--- src/design/mm3_pkg.sv ---
`default_nettype none

package mm3_pkg;

    // Mixing constants
    localparam logic [31:0] MIX_C1  = 32'hcc9e2d51;
    localparam logic [31:0] MIX_C2  = 32'h1b873593;
    localparam logic [31:0] MIX_ADD = 32'he6546b64;
    localparam logic [31:0] FIN_M1  = 32'h85ebca6b;
    localparam logic [31:0] FIN_M2  = 32'hc2b2ae35;

    // Bytes in one full word
    localparam logic [2:0] WORD_BYTES = 3'd4;

    // Default depth of the queue between front and back
    localparam int QUEUE_DEPTH = 2;

    // Input request
    typedef struct packed {
        logic [31:0] seed;
        logic [31:0] data_word;
        logic [2:0]  valid_bytes;
        logic        last_word;
    } t_req;

    // Result
    typedef struct packed {
        logic [31:0] hash_value;
        logic [31:0] message_length;
    } t_res;

    // How the back end treats a word
    typedef enum logic [1:0] {
        KIND_NONE,
        KIND_TAIL,
        KIND_FULL
    } t_kind;

    // Classified word, front to back
    typedef struct packed {
        logic [31:0] seed;
        logic [31:0] word;
        t_kind       kind;
        logic [2:0]  add_bytes;
        logic        first;
        logic        last;
    } t_job;

    // Back-end sequencer
    typedef enum logic [2:0] {
        ST_IDLE,
        ST_MIX2,
        ST_UPD,
        ST_FIN1,
        ST_FIN2,
        ST_FIN3
    } t_back_state;

endpackage

`default_nettype wire

--- src/design/mm3_front.sv ---
`default_nettype none

module mm3_front (
    input  wire logic          i_clk,
    input  wire logic          i_rst_n,
    input  wire logic          push,
    output logic               full,
    input  wire mm3_pkg::t_req i_req,
    output logic               o_job_wr,
    output mm3_pkg::t_job      o_job,
    input  wire logic          i_job_full
);

    logic       r_in_msg;
    logic       n_in_msg;
    logic [2:0] nvalid;
    logic [31:0] tail_mask;

    assign full     = i_job_full;
    assign o_job_wr = push && !i_job_full;

    // Saturate valid count to a full word
    assign nvalid = (i_req.valid_bytes > mm3_pkg::WORD_BYTES) ? mm3_pkg::WORD_BYTES
                                                              : i_req.valid_bytes;

    // Keep only the valid bytes of a partial word
    always_comb begin
        case (nvalid)
            3'd1:    tail_mask = 32'h0000_00ff;
            3'd2:    tail_mask = 32'h0000_ffff;
            3'd3:    tail_mask = 32'h00ff_ffff;
            default: tail_mask = 32'hffff_ffff;
        endcase
    end

    // Classify the word
    always_comb begin
        o_job.seed  = i_req.seed;
        o_job.first = !r_in_msg;
        o_job.last  = i_req.last_word;
        if (!i_req.last_word || nvalid == mm3_pkg::WORD_BYTES) begin
            o_job.kind      = mm3_pkg::KIND_FULL;
            o_job.add_bytes = mm3_pkg::WORD_BYTES;
            o_job.word      = i_req.data_word;
        end else if (nvalid != 3'd0) begin
            o_job.kind      = mm3_pkg::KIND_TAIL;
            o_job.add_bytes = nvalid;
            o_job.word      = i_req.data_word & tail_mask;
        end else begin
            o_job.kind      = mm3_pkg::KIND_NONE;
            o_job.add_bytes = 3'd0;
            o_job.word      = i_req.data_word;
        end
    end

    // Message open flag: a last word closes the message
    assign n_in_msg = o_job_wr ? !i_req.last_word : r_in_msg;

    always_ff @(posedge i_clk) begin
        if (!i_rst_n) begin
            r_in_msg <= 1'b0;
        end else begin
            r_in_msg <= n_in_msg;
        end
    end

endmodule

`default_nettype wire

--- src/design/mm3_queue.sv ---
`default_nettype none

module mm3_queue #(
    parameter int DEPTH = mm3_pkg::QUEUE_DEPTH
) (
    input  wire logic          i_clk,
    input  wire logic          i_rst_n,
    input  wire logic          i_wr,
    input  wire mm3_pkg::t_job i_wdata,
    output logic               o_full,
    input  wire logic          i_rd,
    output mm3_pkg::t_job      o_rdata,
    output logic               o_empty
);

    localparam int PTR_W = (DEPTH > 1) ? $clog2(DEPTH) : 1;
    localparam int CNT_W = $clog2(DEPTH + 1);

    mm3_pkg::t_job    r_mem [DEPTH];
    logic [PTR_W-1:0] r_wptr;
    logic [PTR_W-1:0] r_rptr;
    logic [CNT_W-1:0] r_count;
    logic             do_wr;
    logic             do_rd;

    assign o_full  = (r_count == CNT_W'(DEPTH));
    assign o_empty = (r_count == '0);
    assign do_wr   = i_wr && !o_full;
    assign do_rd   = i_rd && !o_empty;
    assign o_rdata = r_mem[r_rptr];

    // Storage
    always_ff @(posedge i_clk) begin
        if (do_wr) begin
            r_mem[r_wptr] <= i_wdata;
        end
    end

    // Pointers and fill count
    always_ff @(posedge i_clk) begin
        if (!i_rst_n) begin
            r_wptr  <= '0;
            r_rptr  <= '0;
            r_count <= '0;
        end else begin
            if (do_wr) begin
                r_wptr <= (r_wptr == PTR_W'(DEPTH - 1)) ? '0 : r_wptr + 1'b1;
            end
            if (do_rd) begin
                r_rptr <= (r_rptr == PTR_W'(DEPTH - 1)) ? '0 : r_rptr + 1'b1;
            end
            case ({do_wr, do_rd})
                2'b10:   r_count <= r_count + 1'b1;
                2'b01:   r_count <= r_count - 1'b1;
                default: r_count <= r_count;
            endcase
        end
    end

`ifndef ASSERT_OFF
    a_count_range: assert property (@(posedge i_clk) disable iff (!i_rst_n)
        r_count <= CNT_W'(DEPTH))
        else $error("queue count exceeds depth");

    a_rd_ptr_tracks: assert property (@(posedge i_clk) disable iff (!i_rst_n)
        do_rd && !do_wr |=> r_count == $past(r_count) - 1'b1)
        else $error("queue count did not drop on read");
`endif

endmodule

`default_nettype wire

--- src/design/mm3_back.sv ---
`default_nettype none

module mm3_back (
    input  wire logic          i_clk,
    input  wire logic          i_rst_n,
    input  wire logic          i_job_empty,
    input  wire mm3_pkg::t_job i_job,
    output logic               o_job_rd,
    input  wire logic          pop,
    output logic               empty,
    output mm3_pkg::t_res      o_res
);

    mm3_pkg::t_back_state r_state;
    mm3_pkg::t_back_state n_state;
    mm3_pkg::t_job        r_job;
    mm3_pkg::t_res        r_out;
    logic                 r_out_valid;
    logic                 n_out_valid;
    logic                 out_load;
    logic [31:0] r_k;
    logic [31:0] r_h;
    logic [31:0] r_total;
    logic [31:0] r_f;

    logic [31:0] k1;
    logic [31:0] k2;
    logic [31:0] h_base;
    logic [31:0] t_base;
    logic [31:0] h_x;
    logic [31:0] h_rot;
    logic [31:0] h_new;
    logic [31:0] t_new;
    logic [31:0] f_in;
    logic [31:0] f1;
    logic [31:0] f_sh13;
    logic [31:0] f2;
    logic [31:0] hash;

    assign empty = !r_out_valid;
    assign o_res = r_out;

    // Block mix: multiply, rotate by 15, multiply
    assign k1 = i_job.word * mm3_pkg::MIX_C1;
    assign k2 = {r_k[16:0], r_k[31:17]} * mm3_pkg::MIX_C2;

    // Running-hash update; first word of a message starts from the seed
    assign h_base = r_job.first ? r_job.seed : r_h;
    assign t_base = r_job.first ? 32'd0 : r_total;
    assign h_x    = (r_job.kind == mm3_pkg::KIND_NONE) ? h_base : (h_base ^ r_k);
    assign h_rot  = {h_x[18:0], h_x[31:19]};
    assign h_new  = (r_job.kind == mm3_pkg::KIND_FULL)
                  ? ({h_rot[29:0], 2'b00} + h_rot + mm3_pkg::MIX_ADD) : h_x;
    assign t_new  = t_base + {29'd0, r_job.add_bytes};

    // Finalizer, one multiply per step
    assign f_in   = r_h ^ r_total;
    assign f1     = (f_in ^ {16'd0, f_in[31:16]}) * mm3_pkg::FIN_M1;
    assign f_sh13 = r_f ^ {13'd0, r_f[31:13]};
    assign f2     = f_sh13 * mm3_pkg::FIN_M2;
    assign hash   = r_f ^ {16'd0, r_f[31:16]};

    // Sequencer
    always_comb begin
        n_state  = r_state;
        o_job_rd = 1'b0;
        out_load = 1'b0;
        case (r_state)
            mm3_pkg::ST_IDLE: begin
                if (!i_job_empty) begin
                    o_job_rd = 1'b1;
                    n_state  = mm3_pkg::ST_MIX2;
                end
            end
            mm3_pkg::ST_MIX2: begin
                n_state = mm3_pkg::ST_UPD;
            end
            mm3_pkg::ST_UPD: begin
                n_state = r_job.last ? mm3_pkg::ST_FIN1 : mm3_pkg::ST_IDLE;
            end
            mm3_pkg::ST_FIN1: begin
                n_state = mm3_pkg::ST_FIN2;
            end
            mm3_pkg::ST_FIN2: begin
                n_state = mm3_pkg::ST_FIN3;
            end
            mm3_pkg::ST_FIN3: begin
                if (!r_out_valid || pop) begin
                    out_load = 1'b1;
                    n_state  = mm3_pkg::ST_IDLE;
                end
            end
            default: begin
                n_state = mm3_pkg::ST_IDLE;
            end
        endcase
    end

    // Result register: cleared by pop, refilled by the finalizer
    assign n_out_valid = out_load || (r_out_valid && !pop);

    always_ff @(posedge i_clk) begin
        if (!i_rst_n) begin
            r_state     <= mm3_pkg::ST_IDLE;
            r_out_valid <= 1'b0;
        end else begin
            r_state     <= n_state;
            r_out_valid <= n_out_valid;
        end
    end

    // Datapath registers
    always_ff @(posedge i_clk) begin
        case (r_state)
            mm3_pkg::ST_IDLE: begin
                r_job <= i_job;
                r_k   <= k1;
            end
            mm3_pkg::ST_MIX2: begin
                r_k <= k2;
            end
            mm3_pkg::ST_UPD: begin
                r_h     <= h_new;
                r_total <= t_new;
            end
            mm3_pkg::ST_FIN1: begin
                r_f <= f1;
            end
            mm3_pkg::ST_FIN2: begin
                r_f <= f2;
            end
            default: begin
            end
        endcase
        if (out_load) begin
            r_out.hash_value     <= hash;
            r_out.message_length <= r_total;
        end
    end

`ifndef ASSERT_OFF
    a_out_hold: assert property (@(posedge i_clk) disable iff (!i_rst_n)
        r_out_valid && !pop |=> r_out_valid && $stable(r_out))
        else $error("waiting result changed before pop");

    a_rd_in_idle: assert property (@(posedge i_clk) disable iff (!i_rst_n)
        o_job_rd |-> r_state == mm3_pkg::ST_IDLE && !i_job_empty)
        else $error("job taken outside idle");

    a_fin_loads: assert property (@(posedge i_clk) disable iff (!i_rst_n)
        r_state == mm3_pkg::ST_FIN3 && !r_out_valid |=> r_out_valid)
        else $error("finalized hash not loaded");
`endif

endmodule

`default_nettype wire

--- src/design/murmur3_32_stream_hash_top.sv ---
// A word goes through the queue, then back-end states IDLE, MIX2 and UPD; a last
// word then also passes FIN1, FIN2 and FIN3; FIN3 loads o_res when it is free.
//   Only IDLE takes a new word; mix and finalizer do one multiply per cycle.
// By default a 2-entry queue lets the front take words while the back end works.
// Reset: synchronous, active low; clears the queue, sequencer and result valid.
`default_nettype none

module murmur3_32_stream_hash_top #(
    parameter int QUEUE_DEPTH = mm3_pkg::QUEUE_DEPTH
) (
    input  wire logic          i_clk,
    input  wire logic          i_rst_n,
    input  wire logic          push,
    output logic               full,
    input  wire mm3_pkg::t_req i_req,
    output logic               empty,
    input  wire logic          pop,
    output mm3_pkg::t_res      o_res
);

    logic          job_wr;
    logic          job_full;
    logic          job_rd;
    logic          job_empty;
    mm3_pkg::t_job job_in;
    mm3_pkg::t_job job_out;

    // Accept and classify words
    mm3_front u_front (
        .i_clk      (i_clk),
        .i_rst_n    (i_rst_n),
        .push       (push),
        .full       (full),
        .i_req      (i_req),
        .o_job_wr   (job_wr),
        .o_job      (job_in),
        .i_job_full (job_full)
    );

    // Decoupling queue
    mm3_queue #(
        .DEPTH (QUEUE_DEPTH)
    ) u_queue (
        .i_clk   (i_clk),
        .i_rst_n (i_rst_n),
        .i_wr    (job_wr),
        .i_wdata (job_in),
        .o_full  (job_full),
        .i_rd    (job_rd),
        .o_rdata (job_out),
        .o_empty (job_empty)
    );

    // Mix, update and finalize
    mm3_back u_back (
        .i_clk       (i_clk),
        .i_rst_n     (i_rst_n),
        .i_job_empty (job_empty),
        .i_job       (job_out),
        .o_job_rd    (job_rd),
        .pop         (pop),
        .empty       (empty),
        .o_res       (o_res)
    );

endmodule

`default_nettype wire
--- config.mk ---
export PLATFORM = sky130hd
export DESIGN_NAME = murmur3_32_stream_hash_top
export DESIGN_NICKNAME = d
export VERILOG_FILES = /design/src/design/mm3_pkg.sv /design/src/design/mm3_front.sv /design/src/design/mm3_queue.sv /design/src/design/mm3_back.sv /design/src/design/murmur3_32_stream_hash_top.sv
export SDC_FILE = /design/constraint.sdc
export NUM_CORES = 2
export LEC_CHECK = 0
export ABC_AREA = 1
export ABC_CLOCK_PERIOD_IN_PS = 11900
export BUFFER_PORTS_ARGS = -buffer_cell sky130_fd_sc_hd__buf_2
export CAP_MARGIN = 10
export CORE_AREA = 2 2 394 396
export DETAILED_ROUTE_END_ITERATION = 16
export DIE_AREA = 0 0 396 398
export GPL_ROUTABILITY_DRIVEN = 0
export PLACE_DENSITY = 0.58
export SYNTH_ARGS = -nofsm -noshare
export SYNTH_HDL_FRONTEND = slang
export SYNTH_SLANG_ARGS = --single-unit
--- constraint.sdc ---
create_clock -name i_clk -period 11.9 [get_ports i_clk]
set_input_delay 0 -clock i_clk [delete_from_list [all_inputs] [get_ports i_clk]]
set_output_delay 0 -clock i_clk [all_outputs]
set_load 0.01 [all_outputs]
# Word level (Yosys, flattened, before mapping)
# Memories as Yosys holds them, arrays and structs flattened. A register that Yosys moved wholly into a read port is not among the register bits.
# Cells that the tools add are included.
[word_totals]
regBits = 240
mem_bits_rw = 142
input_bits = 72
out_inout_bits = 66
wordCells = 97
memories = 1
[classes]
addsub = 7
mul = 4
order_cmp = 1
eq_ne = 15
n_mux = 25
bitwise_logic = 6
n_reduce_logical = 21
[memory_table]
columns = ["memory", "words", "word_bits", "read_ports", "rd_ports_with_merged_regs", "write_ports", "line", "text"]
rows = [
  ["u_queue.r_mem", 2, 71, 1, 1, 1, "mm3_queue.sv:19", "mm3_pkg::t_job r_mem [DEPTH];"],
]
[ops]
columns = ["operator", "count"]
rows = [
  ["32-bit two-way mux", 4],
  ["32-bit one-hot mux with 2 select lines", 2],
  ["32-bit one-hot mux with 3 select lines", 1],
  ["37-bit two-way mux", 2],
  ["32-bit by 31-bit multiplier with 32-bit output, second input constant", 2],
  ["32-bit by 16-bit bitwise XOR with 32-bit output", 2],
  ["32-bit bitwise XOR", 2],
  ["32-bit by 3-bit adder with 32-bit output", 1],
  ["32-bit adder", 1],
  ["32-bit adder, second input constant", 1],
  ["32-bit AND", 1],
  ["32-bit by 29-bit multiplier with 32-bit output, second input constant", 1],
  ["32-bit by 32-bit multiplier with 32-bit output, second input constant", 1],
  ["32-bit by 19-bit bitwise XOR with 32-bit output", 1],
  ["3-bit one-hot mux with 6 select lines", 1],
  ["3-bit by 2-bit equality test with 1-bit output, second input constant", 4],
  ["1-bit two-way mux", 10],
  ["3-bit equality test, second input constant", 3],
  ["3-bit two-way mux", 3],
  ["2-bit equality test, second input constant", 3],
  ["3-bit by 1-bit equality test with 1-bit output, second input constant", 2],
  ["1-bit logical NOT", 6],
  ["2-bit nonzero test", 3],
  ["1-bit logical AND", 4],
  ["other kinds (14)", 18],
]

# Longest topological paths before layout
[logic_depth]
word_depth = 7
mapped_depth = 34
ltp_nobuf = 31

# Modules after synthesis
# A second synthesis with hierarchy kept.
[hier_totals]
hier_cells = 5682
hier_area_um2 = 54203.2
[by_module_without_submodules]
columns = ["mod", "instances", "cells_per_inst", "area_each_um2", "seq_area_each_um2"]
rows = [
  ["mm3_back", 1, 5312, 47833.4, 7016.7],
  ["mm3_queue", 1, 261, 5726.7, 4364.2],
  ["mm3_front", 1, 109, 643.1, 20.0],
]

# Worst setup path before layout
# OpenSTA, ideal clock, no wires.
[synth_path]
kind = "register to register"
startpoint = "register u_back.r_total[28]"
endpoint = "register u_back.r_f[28] (data pin)"
setup_ps = 257
arrival_time_ps = 6394
required_time_ps = 11643
path_slack_ps = 5250
path_stages_with_launch = 22
path_buffers = 0
period_less_slack_ps = 6650
path_cell_list = "edfxtp_1 -> xnor2_1 -> xnor2_1 -> fa_1 -> fa_1 -> fa_1 -> inv_1 -> fa_1 -> inv_1 -> fa_1 -> fa_1 -> fa_1 -> fa_1 -> ha_1 -> nand2_1 -> nor2_1 -> nand2_1 -> or2_2 -> nand3_1 -> nand2_1 -> nand2_1 -> o21ai_1"
[synth_via]
elab_chain_cells = 4
[synth_rtl]
columns = ["element", "line", "text"]
rows = [
  ["start, declared", "mm3_back.sv:23", "logic [31:0] r_total;"],
  ["start signal, assigned", "mm3_back.sv:124", "r_total <= t_new;"],
  ["32-bit bitwise XOR", "mm3_back.sv:57", "assign f_in = r_h ^ r_total;"],
  ["32-bit by 16-bit bitwise XOR with 32-bit output", "mm3_back.sv:58", "assign f1 = (f_in ^ {16'd0, f_in[31:16]}) * mm3_pkg::FIN_M1;"],
  ["32-bit by 32-bit multiplier with 32-bit output", "mm3_back.sv:58", ""],
  ["32-bit one-hot mux with 2 select lines", "mm3_back.sv:114", "case (r_state)"],
  ["end signal, assigned", "mm3_back.sv:127", "r_f <= f1;"],
  ["end signal, assigned", "mm3_back.sv:130", "r_f <= f2;"],
  ["end, declared", "mm3_back.sv:24", "logic [31:0] r_f;"],
]
# Every way passes these cells.
# A chain may end at the register's enable or synchronous reset.

==> results.ini <==
[clock_network]
clockBufferDepth=3
htreeDepth=2
post_cts_buffers=0
clkTransAtPathRegs_ps=70
cts_root_buf=clkbuf_16
clkLatencyLatePin_ps=610
cts_tree=done
cts_made_buffers=41
clock-sinks=383

[sta]
setup-tns-final_ps=0
rsz0062_at_grt=false
fin_skew_ps=43.8
period_needed_ps=8480
worst_slew_pin_slew_ps=1140
drv_slew=0
setup_viol=0
max_slew_margin=0.236
hold_violations=0
period_share=0.713
fmaxAchievable_ghz=0.118

[global_route]
grt_pass1_vias=40500
globalRouteMet3Util=0.0211
grt_max_degree=74
grt_use_total=0.193
grt_pass1_wl_um=234000
grt.busiest_layer=met2
met1_usage=0.255
met2_usage=0.333
antenna_found_initial=2
grt.overflow.total=0

[routing]
route.detailed.wl_per_inst_um=18.6
routed_via_density=4.75
routed_wl_um=150000
first_pass_iters=5
drc=0
route.vias.total=38300
ant_nets=0
dr.first_iter.drc_count=2646

[setup_path]
crit_path_max_fanout=73
criticalPathCategory=reg -> reg
slowest_delay_ps=640
crit_required_ps=12240
cp_common_cell=fa_1
arrival_ps=8820
slowest_stage=buf_4
endpoint_kind=flop
cp-start-kind=flop

[synthesis]
yosys_warnings=0
yosysSeqAreaShare=0.214
ys_async_sr_fraction=0
ys_ff_latch=383
synthCells=5745
synth_compound_area_frac=0.0500
synth_top_family_by_area=adder cells
synth_area_sq_mm=0.0533
synth.distinct_cells=58
ys.flop_type=edfxtp_1
synth-simple-area-share=0.115
syn-num-nets=7369
synthMuxAreaShare=0.000188
synth-xor-area-share=0.0399
syn-mean-instance-area_sq_um=9.28
synthAdderAreaFrac=0.467
synth-edff-count=373

[die]
die_x_um=396
start_util=0.348
ios=138
row_count=144
design.core.area_sq_mm=0.153
dieArea_sq_mm=0.158
dieHeight_um=398

[run]
cap_violations=0

[final_layout]
drive_gt1_frac=0.0495
layout.nets=7597
area_growth_pct=9.94

[status]
status=finished clean

[worst_hold_path]
hold_class=in -> reg

[placement]
port_buffers=137
dpl.hpwl_um=128000

critical path: cells and delay by family, from the launching register on:
kind / cells / cell delay (ps)
buf+inv: 7 / 1720
flops: 1 / 310
compound gates: 3 / 540
simple gates: 8 / 1490
fa+ha+maj: 9 / 4100
cells in the final DEF, fill, tap and decap left out, types with 7 or more instances in the layout:
| cell type | instances |
|---|---|
| nor2_4 | 9 |
| a31oi_1 | 19 |
| clkbuf_16 | 41 |
| clkbuf_1 | 7 |
| dlygate4sd3_1 | 71 |
| dfxtp_1 | 9 |
| nor4_1 | 7 |
| buf_4 | 23 |
| o21ai_1 | 14 |
| a21o_1 | 21 |
| buf_2 | 137 |
| nand3_1 | 154 |
| fa_1 | 732 |
| o21a_1 | 7 |
| nand4_1 | 36 |
| xor2_1 | 112 |
| or2_2 | 38 |
| nor3_1 | 27 |
| nand2_1 | 935 |
| edfxtp_1 | 373 |
| xnor2_1 | 131 |
| nand3b_1 | 14 |
| a21oi_1 | 189 |
| nor2_1 | 223 |
| o22ai_1 | 7 |
| o21ai_0 | 188 |
| ha_1 | 820 |
| clkinv_1 | 8 |
| o21bai_1 | 15 |
| inv_1 | 1556 |
metrics by stage:
stage / hold WS (ps) / area, sq um / utilization / setup slack [ps] / instances
6_report: 116 / 58600 / 0.382 / 3420 / 8047
5_1_grt: 107 / 58600 / 0.382 / 3030 / 8047
4_1_cts: 68.0 / 58600 / 0.382 / 3420 / 8045
3_5_place_dp: 193 / 56600 / 0.369 / 3480 / 7903
3_3_place_gp: 189 / 56600 / 0.369 / 3600 / 7902
2_1_floorplan: 89.4 / 53300 / - / 5250 / 5745
flip-flops by register name (all words and copies together), names as in the netlist, named ones only:
signal              flops
u_queue.r_mem         142
u_back.o_res           64
u_back.r_k             32
u_back.r_out_valid      1
u_back.r_h             32
u_queue.r_count         2
u_queue.r_rptr          1
u_back.r_f             32
u_front.r_in_msg        1
u_back.r_job           39
u_back.r_total         32
u_back.r_state          3
u_queue.r_wptr          1
layout make-up:
type	count	area, sq um
antenna	2	5.00
sequential	383	11400
tap	2044	2560
clock inverter	23	255
clock buffer	48	1050
multi-input combinational	3753	35900
fill	15300	94700
inverter	1563	5870
timing repair buffer	231	1570
cells in the mapped netlist (all sizes together), types with 3 or more instances:
cell type | instances | area (sq um)
a21boi | 6 | 45.0
o22ai | 7 | 43.8
nor4 | 7 | 43.8
clkinv | 3 | 16.3
clkbuf | 35 | 131
xor2 | 112 | 981
o21ai | 203 | 1020
a21o | 21 | 158
a31oi | 19 | 119
ha | 820 | 10300
buf | 11 | 55.1
o211ai | 3 | 22.5
a21oi | 189 | 946
nor2 | 238 | 938
o21a | 7 | 52.6
nand3 | 155 | 781
o21bai | 15 | 113
xnor2 | 131 | 1150
dfxtp | 10 | 200
nand2 | 942 | 3560
a31o | 4 | 35.0
nand3b | 14 | 105
fa | 732 | 14700
inv | 1560 | 5860
nor3 | 31 | 176
or2 | 40 | 253
a211oi | 3 | 22.5
edfxtp | 373 | 11200
nand4 | 37 | 246
cells by family after synthesis:
logic type | after synthesis
buf+inv | 1609
fa+ha+maj | 1552
simple gates | 1470
compound gates | 487
flops | 383
xor+xnor | 243
mux | 1
path summary, 6_finish.rpt:
kind | start | to | slack, ps | cells after the start
worst max-delay path | flop | u_back.r_k[30]$_DFFE_PP_ | 3420 | 27
worst min register to register | u_queue.r_count[1]$_SDFFE_PN0P_ | u_queue.r_count[1]$_SDFFE_PN0P_ | 450 | 1
worst min-delay path | i_req[62] | u_queue.r_mem[0][65]$_DFFE_PP_ | 120 | 2
worst max register to register | flop | u_back.r_k[30]$_DFFE_PP_ | 3420 | 27
metal layers:
metal,vias to the layer above,part of all wire
met1,18800,0.44
met5,-,0
met4,0,0.030
met2,994,0.49
met3,187,0.050
li1,18300,-
repair_timing:
action,CTS,global route
resized for setup,0,0
endpoints found under the hold margin,148,0
hold buffers,71,0
Power is not shown: default switching activity piles up to over one toggle a cycle in this logic, so the estimate is an artifact.
